==> src/rtl/sfcc_pkg.sv <==
// Shared types, constants and helper functions for the space-filling curve compare block.
`default_nettype none

package sfcc_pkg;

    // Sizing
    localparam int MAX_DIMS   = 16;
    localparam int COORD_BITS = 32;

    localparam int DIM_IDX_W = (MAX_DIMS > 1) ? $clog2(MAX_DIMS) : 1;
    localparam int CNT_W     = $clog2(MAX_DIMS + 1);
    localparam int SUM_W     = CNT_W + 1;
    localparam int PLANE_W   = $clog2(COORD_BITS);
    localparam int LOG_DIMS  = $clog2(MAX_DIMS);

    // Low bit of the coordinate width, folded into the Hilbert direction test
    localparam logic COORD_PAR = 1'(COORD_BITS % 2);

    // Result codes
    localparam logic [1:0] ORDER_LESS    = 2'd0;
    localparam logic [1:0] ORDER_EQUAL   = 2'd1;
    localparam logic [1:0] ORDER_GREATER = 2'd2;

    // One bit per dimension, taken from one bit plane
    typedef logic [MAX_DIMS-1:0] plane_t;

    typedef struct packed {
        logic [31:0] value_a;
        logic [31:0] value_b;
        logic        last_coordinate;
    } in_item_t;

    typedef struct packed {
        logic [1:0] order_result;
        logic       too_many_dims;
    } out_item_t;

    // Sequencer to compare unit
    typedef struct packed {
        logic             start;
        logic             step;
        logic             hilbert;
        logic [CNT_W-1:0] n;
    } cmp_ctrl_t;

    // Compare unit to sequencer
    typedef struct packed {
        logic       done;
        logic [1:0] order;
    } cmp_status_t;

    // Mask with the low n bits set
    function automatic plane_t low_ones(input logic [CNT_W-1:0] n);
        plane_t m;
        m = '0;
        for (int i = 0; i < MAX_DIMS; i++)
        begin
            m[i] = (CNT_W'(i) < n);
        end
        return m;
    endfunction

    // Rotate right by r inside an n-bit field
    function automatic plane_t rot_right(input plane_t v, input logic [CNT_W-1:0] r,
                                         input logic [CNT_W-1:0] n);
        plane_t m;
        plane_t x;
        m = low_ones(n);
        x = v & m;
        return ((x >> r) | (x << (n - r))) & m;
    endfunction

endpackage

`default_nettype wire

==> src/rtl/sfcc_plane_store.sv <==
// Coordinate registers for both points; shift left one bit plane per compare step.
`default_nettype none

module sfcc_plane_store
(
    input  wire logic                            clk,
    input  wire logic                            wr_en,
    input  wire logic [sfcc_pkg::DIM_IDX_W-1:0]  wr_idx,
    input  wire logic [sfcc_pkg::COORD_BITS-1:0] wr_a,
    input  wire logic [sfcc_pkg::COORD_BITS-1:0] wr_b,
    input  wire logic                            shift,
    output sfcc_pkg::plane_t                     plane_a,
    output sfcc_pkg::plane_t                     plane_b
);

    logic [sfcc_pkg::COORD_BITS-1:0] coord_a_reg [sfcc_pkg::MAX_DIMS];
    logic [sfcc_pkg::COORD_BITS-1:0] coord_b_reg [sfcc_pkg::MAX_DIMS];

    // Load one dimension, or advance every lane to the next plane
    always_ff @(posedge clk)
    begin
        for (int d = 0; d < sfcc_pkg::MAX_DIMS; d++)
        begin
            if (wr_en && (wr_idx == sfcc_pkg::DIM_IDX_W'(d)))
            begin
                coord_a_reg[d] <= wr_a;
                coord_b_reg[d] <= wr_b;
            end
            else if (shift)
            begin
                coord_a_reg[d] <= {coord_a_reg[d][sfcc_pkg::COORD_BITS-2:0], 1'b0};
                coord_b_reg[d] <= {coord_b_reg[d][sfcc_pkg::COORD_BITS-2:0], 1'b0};
            end
        end
    end

    // Current plane is the top bit of each lane
    always_comb
    begin
        for (int d = 0; d < sfcc_pkg::MAX_DIMS; d++)
        begin
            plane_a[d] = coord_a_reg[d][sfcc_pkg::COORD_BITS-1];
            plane_b[d] = coord_b_reg[d][sfcc_pkg::COORD_BITS-1];
        end
    end

endmodule

`default_nettype wire

==> src/rtl/sfcc_cmp_unit.sv <==
// Shared compare unit: evaluates one bit plane per step in Hilbert or Z-order mode.
`default_nettype none

module sfcc_cmp_unit
(
    input  wire logic                  clk,
    input  wire sfcc_pkg::cmp_ctrl_t   ctrl,
    input  wire sfcc_pkg::plane_t      plane_a,
    input  wire sfcc_pkg::plane_t      plane_b,
    output sfcc_pkg::cmp_status_t      status
);

    logic [sfcc_pkg::CNT_W-1:0]   n_reg;
    logic [sfcc_pkg::CNT_W-1:0]   rot_reg;
    logic [sfcc_pkg::CNT_W-1:0]   rot_next;
    logic [sfcc_pkg::PLANE_W-1:0] y_reg;
    sfcc_pkg::plane_t             bits_reg;
    sfcc_pkg::plane_t             bits_next;
    sfcc_pkg::plane_t             index_reg;
    sfcc_pkg::plane_t             index_next;

    sfcc_pkg::plane_t             mask;
    sfcc_pkg::plane_t             pa_m;
    sfcc_pkg::plane_t             pb_m;
    sfcc_pkg::plane_t             diff;
    sfcc_pkg::plane_t             bits_x;
    sfcc_pkg::plane_t             diff_r;
    sfcc_pkg::plane_t             idx_p;
    sfcc_pkg::plane_t             bits_p;
    sfcc_pkg::plane_t             diff_p;
    sfcc_pkg::plane_t             iso_z;
    sfcc_pkg::plane_t             low;
    logic [sfcc_pkg::CNT_W-1:0]   pos;
    logic [sfcc_pkg::SUM_W-1:0]   rot_sum;
    logic                         h_less;
    logic                         z_greater;

    // Plane evaluation
    always_comb
    begin
        mask   = sfcc_pkg::low_ones(n_reg);
        pa_m   = plane_a & mask;
        pb_m   = plane_b & mask;
        diff   = pa_m ^ pb_m;
        bits_x = sfcc_pkg::rot_right(bits_reg ^ pa_m, rot_reg, n_reg);
        diff_r = sfcc_pkg::rot_right(diff, rot_reg, n_reg);

        // Prefix parity toward the low end
        idx_p  = index_reg;
        bits_p = bits_x;
        diff_p = diff_r;
        for (int k = 0; k < sfcc_pkg::LOG_DIMS; k++)
        begin
            idx_p  = idx_p ^ (idx_p >> (1 << k));
            bits_p = bits_p ^ (bits_p >> (1 << k));
            diff_p = diff_p ^ (diff_p >> (1 << k));
        end
        h_less = ((idx_p[0] ^ y_reg[0] ^ sfcc_pkg::COORD_PAR) == (bits_p < (bits_p ^ diff_p)));

        // Z-order: lowest differing dimension decides
        iso_z     = diff & (~diff + sfcc_pkg::plane_t'(1));
        z_greater = |(pa_m & iso_z);

        // Hilbert state update for a plane with no difference
        index_next = index_reg ^ bits_x;
        bits_next  = pa_m ^ (sfcc_pkg::plane_t'(1) << rot_reg);
        low        = bits_x & (~bits_x + sfcc_pkg::plane_t'(1)) & (mask >> 1);
        pos        = '0;
        for (int i = 0; i < sfcc_pkg::MAX_DIMS; i++)
        begin
            if (low[i])
            begin
                pos = pos | sfcc_pkg::CNT_W'(i);
            end
        end
        rot_sum = sfcc_pkg::SUM_W'(rot_reg) + sfcc_pkg::SUM_W'(1)
                + ((low != '0) ? (sfcc_pkg::SUM_W'(pos) + sfcc_pkg::SUM_W'(1))
                               : sfcc_pkg::SUM_W'(0));
        if (rot_sum >= sfcc_pkg::SUM_W'(n_reg))
        begin
            rot_sum = rot_sum - sfcc_pkg::SUM_W'(n_reg);
        end
        rot_next = rot_sum[sfcc_pkg::CNT_W-1:0];

        // Report
        status.done = (diff != '0) || (y_reg == '0);
        if (diff == '0)
        begin
            status.order = sfcc_pkg::ORDER_EQUAL;
        end
        else if (ctrl.hilbert)
        begin
            status.order = h_less ? sfcc_pkg::ORDER_LESS : sfcc_pkg::ORDER_GREATER;
        end
        else
        begin
            status.order = z_greater ? sfcc_pkg::ORDER_GREATER : sfcc_pkg::ORDER_LESS;
        end
    end

    // Seed on start, advance one plane per step
    always_ff @(posedge clk)
    begin
        if (ctrl.start)
        begin
            n_reg     <= ctrl.n;
            rot_reg   <= '0;
            y_reg     <= sfcc_pkg::PLANE_W'(sfcc_pkg::COORD_BITS - 1);
            bits_reg  <= sfcc_pkg::plane_t'(1) << (ctrl.n - sfcc_pkg::CNT_W'(1));
            index_reg <= sfcc_pkg::plane_t'(1) << (ctrl.n - sfcc_pkg::CNT_W'(1));
        end
        else if (ctrl.step)
        begin
            rot_reg   <= rot_next;
            y_reg     <= y_reg - sfcc_pkg::PLANE_W'(1);
            bits_reg  <= bits_next;
            index_reg <= index_next;
        end
    end

endmodule

`default_nettype wire

==> src/rtl/space_filling_curve_compare.sv <==
// Top level: item loading, compare sequencer, result register and configuration register.
// Loading: coordinate items are accepted while the sequencer is idle and held off during a compare.
// Compare: after the last item, one bit plane per cycle through the shared compare unit while the
//   result is free; stops at the first differing or last plane; the result registers with that plane.
// A new point pair loads only once the previous compare has finished; a held result stalls each plane.
// Reset clears control state and sets curve_reg to Hilbert; coordinates are not cleared.
`default_nettype none

module space_filling_curve_compare
(
    input  wire logic                clk,
    input  wire logic                rst_n,
    input  wire logic                in_valid,
    output logic                     in_stall,
    input  wire sfcc_pkg::in_item_t  in_data,
    output logic                     out_valid,
    input  wire logic                out_stall,
    output sfcc_pkg::out_item_t      out_data,
    input  wire logic                cfg_we,
    input  wire logic                cfg_wdata
);

    typedef enum logic [1:0] {
        ST_IDLE = 2'b01,
        ST_CMP  = 2'b10
    } seq_state_t;

    seq_state_t                 state_reg;
    seq_state_t                 state_next;
    logic [sfcc_pkg::CNT_W-1:0] count_reg;
    logic                       ovf_reg;
    logic                       curve_reg;
    logic                       out_valid_reg;
    sfcc_pkg::out_item_t        out_data_reg;

    logic                       in_accept;
    logic                       room;
    logic                       out_free;
    logic                       finish;
    logic [sfcc_pkg::CNT_W-1:0] n_load;
    sfcc_pkg::cmp_ctrl_t        ctrl;
    sfcc_pkg::cmp_status_t      status;
    sfcc_pkg::plane_t           plane_a;
    sfcc_pkg::plane_t           plane_b;

    // Handshake and sequencing controls
    always_comb
    begin
        in_stall     = (state_reg != ST_IDLE);
        in_accept    = in_valid && !in_stall;
        room         = (count_reg < sfcc_pkg::CNT_W'(sfcc_pkg::MAX_DIMS));
        n_load       = room ? (count_reg + sfcc_pkg::CNT_W'(1)) : count_reg;
        out_free     = !out_valid_reg || !out_stall;
        ctrl.start   = in_accept && in_data.last_coordinate;
        ctrl.step    = (state_reg == ST_CMP) && out_free;
        ctrl.hilbert = curve_reg;
        ctrl.n       = n_load;
        finish       = ctrl.step && status.done;
        out_valid    = out_valid_reg;
        out_data     = out_data_reg;
    end

    // Next state
    always_comb
    begin
        state_next = state_reg;
        unique case (state_reg)
            ST_IDLE:
            begin
                if (ctrl.start)
                begin
                    state_next = ST_CMP;
                end
            end
            ST_CMP:
            begin
                if (finish)
                begin
                    state_next = ST_IDLE;
                end
            end
            default:
            begin
                state_next = ST_IDLE;
            end
        endcase
    end

    // Control registers
    always_ff @(posedge clk or negedge rst_n)
    begin
        if (!rst_n)
        begin
            state_reg     <= ST_IDLE;
            count_reg     <= '0;
            ovf_reg       <= 1'b0;
            curve_reg     <= 1'b1;
            out_valid_reg <= 1'b0;
        end
        else
        begin
            state_reg <= state_next;

            // Track stored dimensions and dropped coordinates
            if (finish)
            begin
                count_reg <= '0;
                ovf_reg   <= 1'b0;
            end
            else if (in_accept)
            begin
                if (room)
                begin
                    count_reg <= n_load;
                end
                else
                begin
                    ovf_reg <= 1'b1;
                end
            end

            // Hold curve selection
            if (cfg_we)
            begin
                curve_reg <= cfg_wdata;
            end

            // Raise result on finish, drop it once taken
            if (finish)
            begin
                out_valid_reg <= 1'b1;
            end
            else if (out_valid_reg && !out_stall)
            begin
                out_valid_reg <= 1'b0;
            end
        end
    end

    // Result payload
    always_ff @(posedge clk)
    begin
        if (finish)
        begin
            out_data_reg.order_result  <= status.order;
            out_data_reg.too_many_dims <= ovf_reg;
        end
    end

    sfcc_plane_store u_store
    (
        .clk     (clk),
        .wr_en   (in_accept && room),
        .wr_idx  (count_reg[sfcc_pkg::DIM_IDX_W-1:0]),
        .wr_a    (in_data.value_a[sfcc_pkg::COORD_BITS-1:0]),
        .wr_b    (in_data.value_b[sfcc_pkg::COORD_BITS-1:0]),
        .shift   (ctrl.step),
        .plane_a (plane_a),
        .plane_b (plane_b)
    );

    sfcc_cmp_unit u_cmp
    (
        .clk     (clk),
        .ctrl    (ctrl),
        .plane_a (plane_a),
        .plane_b (plane_b),
        .status  (status)
    );

endmodule

`default_nettype wire
==> config.mk <==
export PLATFORM = sky130hd
export DESIGN_NAME = space_filling_curve_compare
export DESIGN_NICKNAME = d
export VERILOG_FILES = /design/src/rtl/sfcc_pkg.sv /design/src/rtl/sfcc_plane_store.sv /design/src/rtl/sfcc_cmp_unit.sv /design/src/rtl/space_filling_curve_compare.sv
export SDC_FILE = /design/constraint.sdc
export NUM_CORES = 2
export LEC_CHECK = 0
export ABC_AREA = 1
export BUFFER_PORTS_ARGS = -buffer_cell sky130_fd_sc_hd__buf_2
export CAP_MARGIN = 20
export CORE_UTILIZATION = 40
export DETAILED_ROUTE_END_ITERATION = 8
export SLEW_MARGIN = 20
export SYNTH_ARGS = -nofsm -noshare
export SYNTH_HDL_FRONTEND = slang
export SYNTH_SLANG_ARGS = --single-unit
==> constraint.sdc <==
create_clock -name clk -period 5.95 [get_ports clk]
set_input_delay 0 -clock clk [delete_from_list [all_inputs] [get_ports clk]]
set_output_delay 0 -clock clk [all_outputs]
set_load 0.01 [all_outputs]
# Word-level counts from Yosys, hierarchy flattened

Memory sizes are Yosys's and may differ from the RTL's.
Index checks and enable logic that the tools add are counted.

Register bits after elaboration: 60
RAM bits: 1024
Input bits: 71
Logic and storage cells: 308
Memories: 2

Add/sub/neg operators: 10
$lt $le $gt $ge: 19
Equal/unequal tests: 22
Shift-type cells: 6
Muxes and demuxes: 133
Bitwise gates (word level): 64
Reduce and logical (&&, ||, !) cells: 40

Memory list:

| name                | depth | width | rd ports | clocked after memory_dff | wr ports | RTL line               | text |
|---|---|---|---|---|---|---|---|
| u_store.coord_a_reg | 16    | 32    | 16       | 0                        | 16       | sfcc_plane_store.sv:16 | `logic [sfcc_pkg::COORD_BITS-1:0] coord_a_reg [sfcc_pkg::MAX_DIMS];` |
| u_store.coord_b_reg | 16    | 32    | 16       | 0                        | 16       | sfcc_plane_store.sv:17 | `logic [sfcc_pkg::COORD_BITS-1:0] coord_b_reg [sfcc_pkg::MAX_DIMS];` |

Operators with widths:

| operator              | number |
|---|---|
| $mux 32               | 32 |
| $and 16x16->16        | 9 |
| $xor 16x16->16        | 5 |
| $mux 1                | 71 |
| $mux 16               | 4 |
| $lt 4x5->1 const A    | 8 |
| $add 16x1->16 const B | 2 |
| $eq 4x4->1 const B    | 8 |
| $mux 4                | 8 |
| $not 16->16           | 2 |
| $or 1x1->1            | 32 |
| $or 16x16->16         | 2 |
| $reduce_bool 16->1    | 2 |
| $shl 1x5->16 const A  | 2 |
| $shl 16x5->16         | 2 |
| $shr 16x5->16         | 2 |
| $xor 16x12->16        | 2 |
| $xor 16x14->16        | 2 |
| $xor 16x15->16        | 2 |
| $xor 16x8->16         | 2 |
| $mux 5                | 5 |
| $logic_and 1x1->1     | 22 |
| $lt 3x5->1 const A    | 4 |
| $and 16x15->16        | 1 |
| 34 further kinds      | 63 |

# Logic depth before layout (Yosys ltp)

Word-level depth: 31
Mapped depth: 50
Gate-level depth less buffers: 47

# Hierarchy

Synthesis repeated with hierarchy kept, for this count alone.

Cell total of the unflattened synthesis: 6217
Area total of the unflattened synthesis: 55569.5 um2

Modules (own cells, without submodules):

| module                      | times used | cells an instance | area an instance (um2) | seq. area each (um2) |
|---|---|---|---|---|
| sfcc_plane_store            | 1          | 4582              | 45571.2                | 30729.5 |
| sfcc_cmp_unit               | 1          | 1565              | 9376.5                 | 1311.3 |
| space_filling_curve_compare | 1          | 70                | 621.8                  | 342.8 |

# Worst setup path after synthesis

OpenSTA, ideal clock, no wires.

Path type: register to register
From: register state_reg[0]
To: memory u_store.coord_a_reg[0][100] in the netlist's numbering, enable pin
Arrival time: 5688 ps
Required time: 5376 ps
Setup slack: -312 ps
Stages on the path, launching flop included: 7
Cells stage by stage: dfstp_2 -> nand3_1 -> nor2_1 -> inv_1 -> nor2_1 -> inv_1 -> o21ai_0

RTL lines:

| what                   | RTL line                           | text |
|---|---|---|
| start, declared        | space_filling_curve_compare.sv:28  | `seq_state_t state_reg;` |
| start signal, assigned | space_filling_curve_compare.sv:102 | `state_reg <= state_next;` |
| end, declared          | sfcc_plane_store.sv:16             |  |

# Final worst setup path

From: register u_cmp.n_reg[0] in the netlist's numbering
To: register u_cmp.rot_reg[4] in the netlist's numbering

Longest elaborated chain between the ends: 31

Ends and longest elaborated chain:

| what                                                  | RTL line                                 | text |
|---|---|---|
| start, declared                                       | sfcc_cmp_unit.sv:13                      | `logic [sfcc_pkg::CNT_W-1:0] n_reg;` |
| start signal, assigned                                | sfcc_cmp_unit.sv:106                     | `n_reg <= ctrl.n;` |
| $lt 1x5->1 (tied with other cells)                    | sfcc_pkg.sv:58                           | `m[i] = (CNT_W'(i) < n);` |
| $and 16x16->16                                        | sfcc_cmp_unit.sv:42                      | `pa_m = plane_a & mask;` |
| $xor 16x16->16                                        | sfcc_cmp_unit.sv:45                      | `bits_x = sfcc_pkg::rot_right(bits_reg ^ pa_m, rot_reg, n_reg);` |
| $and 16x16->16                                        | sfcc_pkg.sv:69                           | `x = v & m;` |
| $shr 16x5->16 / $shl 16x5->16 (equally long branches) | sfcc_pkg.sv:70                           | `return ((x >> r) \| (x << (n - r))) & m;` |
| $or 16x16->16                                         | sfcc_pkg.sv:70                           |  |
| $and 16x16->16                                        | sfcc_pkg.sv:70                           |  |
| $not 16->16                                           | sfcc_cmp_unit.sv:67                      | `low = bits_x & (~bits_x + sfcc_pkg::plane_t'(1)) & (mask >> 1);` |
| [4 not listed]                                        | --                                       |  |
| $mux 2 (2 in series)                                  | sfcc_cmp_unit.sv:71                      | `if (low[i])` |
| $mux 3 (4 in series)                                  | sfcc_cmp_unit.sv:71                      |  |
| $mux 4 (8 in series)                                  | sfcc_cmp_unit.sv:71                      |  |
| $add 5x1->6                                           | sfcc_cmp_unit.sv:77                      | `+ ((low != '0) ? (sfcc_pkg::SUM_W'(pos) + sfcc_pkg::SUM_W'(1))` |
| $mux 6                                                | sfcc_cmp_unit.sv:77                      |  |
| $add 6x6->6                                           | sfcc_cmp_unit.sv:77                      |  |
| $sub 5x5->5 / $ge 6x5->1 (equally long branches)      | sfcc_cmp_unit.sv:81, sfcc_cmp_unit.sv:79 |  |
| $mux 5 *                                              | sfcc_cmp_unit.sv:79                      | `if (rot_sum >= sfcc_pkg::SUM_W'(n_reg))` |
| end signal, assigned                                  | sfcc_cmp_unit.sv:114                     | `rot_reg <= rot_next;` |
| end, declared                                         | sfcc_cmp_unit.sv:14                      | `logic [sfcc_pkg::CNT_W-1:0] rot_reg;` |

Every way passes the cells marked *; elsewhere a longest branch is shown, timed or not.
A chain may end at the register's enable or synchronous reset.

==> flow_summary.ini <==
[pwr]
p_comb_frac = 0.494
sw_frac_of_total = 0.400
internal_power_mw = 18.7
pwr-share-seq = 0.300
leakage_nw = 22.7
switchingPower_mw = 12.5
peakVddDrop_v = 0.000859
power_frac_clock = 0.206
pwr_density_cell_mw_per_mm2 = 541

[layout]
layout_commonest_cell = nand2_1
area_growth_pct = 16.3
n_antenna_cell = 0
layout_common_cells = 2,489 x nand2_1, 1,062 x edfxtp_1, 305 x nand3_1, 252 x buf_4, 190 x inv_1
finalNetCount = 5402
drive_gt1_frac = 0.128
final_area_mm2 = 0.0577
stdcell_count = 6994

[yosys]
ys_warn_count = 0
synth_nets = 5140
postSynthCellCount = 5024
avgSynthCellArea_um2 = 9.87
ys_seq_area_frac = 0.653
ys_seq_elements = 1084
synth_edf_count = 1062
synth_ff_type = edfxtp_1
syn_area_mm2 = 0.0496
synth.distinct_cells = 64
synthArstFlopShare = 0.00923

[die]
core_area_mm2 = 0.122
die_w_um = 354
die_y_um = 354
start_util = 0.405
die_area_mm2 = 0.125
rows = 128
num_io_pins = 76

[place]
pre_cts_ws_ns = -0.116
placed_area_mm2 = 0.0531
dp.final_hpwl_um = 84600
gp_routability_congestion = 0.961
dp_cells = 6717
port-buffer-count = 75

[run]
cap_viol_max_count = 0

[grt]
grt_pass1_wl_um = 197000
grt_pass1_vias = 33900
grt_usage = 0.200
overflow = 0
antenna_found_initial = 2
grt_max_degree = 207

[clock_tree]
cts.path.max_buffers = 3
root_buffer = clkbuf_16
clock-sinks = 1084
tritoncts = done
clk_pin_slew_worst_paths_ns = 0.06
numCtsBuffers = 104
clk_latency_ns = 0.70
htree_levels = 3

[detailed_routing]
vias = 35100
drt_iter0_drc = 2989
routed_via_density = 5.02
ant_nets = 0
drc = 0
dr.pass1.iters = 7
routed_wl_um = 126000
wl_per_cell_um = 18.1

[setup_path]
cp_slowest_stage_delay_ns = 0.49
crit_required_ns = 6.46
path_max_fanout = 9
cp.arrival_ns = 6.23
crit_type = reg -> reg
end_kind = flip-flop
slowest_stage = fa_2
cpMostUsedCell = nand2_1
startpoint_type = flip-flop

[timing]
worst_slack_ns = 0.231
drv_slew = 0
period_minus_slack_ns = 5.72
tns_ns = 0
finalHoldViolations = 0
min_period_over_period = 0.961
max_freq_ghz = 0.175
setup_viol = 0
max-slew-margin-rel = 0.251
finalHoldWorstSlack_ns = 0.103
worstMarginPinSlew_ns = 1.12
rsz0062_at_grt = true
clock_skew_ns = 0.0493

[run_status]
outcome = complete, no violations

[worst_hold_path]
min_path_type = in -> reg
logic make-up (layout without fill, tap and decap cells):
kind of cell	Yosys count	count (layout)	synth area share
flops	1084	1084	0.653
xor+xnor	104	104	0.0200
compound gates	254	254	0.0290
simple gates	3056	3056	0.248
buf+inv	481	826	0.0379
fa+ha+maj	45	45	0.0118
area by class of cell:
| cell class | instances | area (um^2) |
|---|---|---|
| clock inverter | 56 | 539 |
| clock buffer | 133 | 2740 |
| tap | 1625 | 2030 |
| multi-input combinational | 3459 | 15900 |
| fill | 11500 | 64700 |
| sequential | 1084 | 32400 |
| inverter | 223 | 847 |
| timing repair buffer | 414 | 3230 |
synthesized netlist by cell type, types with 14 or more instances:
cell type     n  area, um^2
edfxtp_1   1062       31900
nand4_1      36         225
xnor2_1      36         315
nand3_2      14         140
ha_1         42         526
inv_1       199         747
nor3_1       17        85.1
nor2_1      113         424
nand2_2      28         175
nand3_1     309        1550
buf_2        16        80.1
clkbuf_1    216         811
buf_1        17        63.8
nand2_1    2507        9410
xor2_1       60         526
o21ai_0     151         756
inv_2        21        78.8
a21oi_1      34         170
critical path, delay by kind of cell (launching register included):
family	cells	cell delay (ns)
adder cells (fa/ha/maj)	6	1.66
AND/OR/NAND/NOR	13	1.50
buffers and inverters	9	1.05
AO/OA/AOI/OAI	6	0.81
flip-flops	1	0.40
XOR/XNOR	1	0.17
worst paths after layout:
path / from / cells past startpoint / end / slack [ns]
max: u_cmp.n_reg[0] / 35 / u_cmp.rot_reg[4] / 0.23
min: cfg_wdata / 4 / curve_reg / 0.10
max reg2reg: u_cmp.n_reg[0] / 35 / u_cmp.rot_reg[4] / 0.23
min reg2reg: ovf_reg / 0 / out_data[0] / 0.46
max in group asynchronous: rst_n / 3 / count_reg[3] / 5.08
min in group asynchronous: rst_n / 3 / out_valid / 0.43
power by group through the flow:
stage / clock network, mW / logic [mW] / registers (mW)
detailed placement: 0 / 14.5 / 9.52
floorplan: 0 / 9.94 / 9.52
global route: 6.83 / 17.2 / 9.41
global placement: 0 / 14.4 / 9.51
CTS: 6.55 / 14.7 / 9.36
finish: 6.42 / 15.4 / 9.36
per-stage QoR:
step           utilization  power [mW]
5_1_grt              0.471        33.4
3_3_place_gp         0.434        23.9
3_5_place_dp         0.434        24.1
2_1_floorplan            -        19.5
4_1_cts              0.467        30.6
6_report             0.471        31.2
per-layer routing:
layer  vias to the layer above  global-route usage  part of all wire  wire length, um
li1                      17100                   -                 -                -
met1                     16900               0.267              0.44            55200
met2                       833               0.338              0.48            61000
met3                       220              0.0256             0.048             6070
met4                         2              0.0643             0.032             4000
met5                         -                   0           0.00013               17
what timing repair did:
action / in CTS / in global routing
setup buffers: 4 / 13
pin swaps: 1 / 42
gates resized for setup: 7 / 124
endpoints found under the setup margin: 5 / 6
hold endpoints to repair: 235 / 0
hold buffers: 70 / 0
Note: power is estimated with default switching activity, not from simulation.
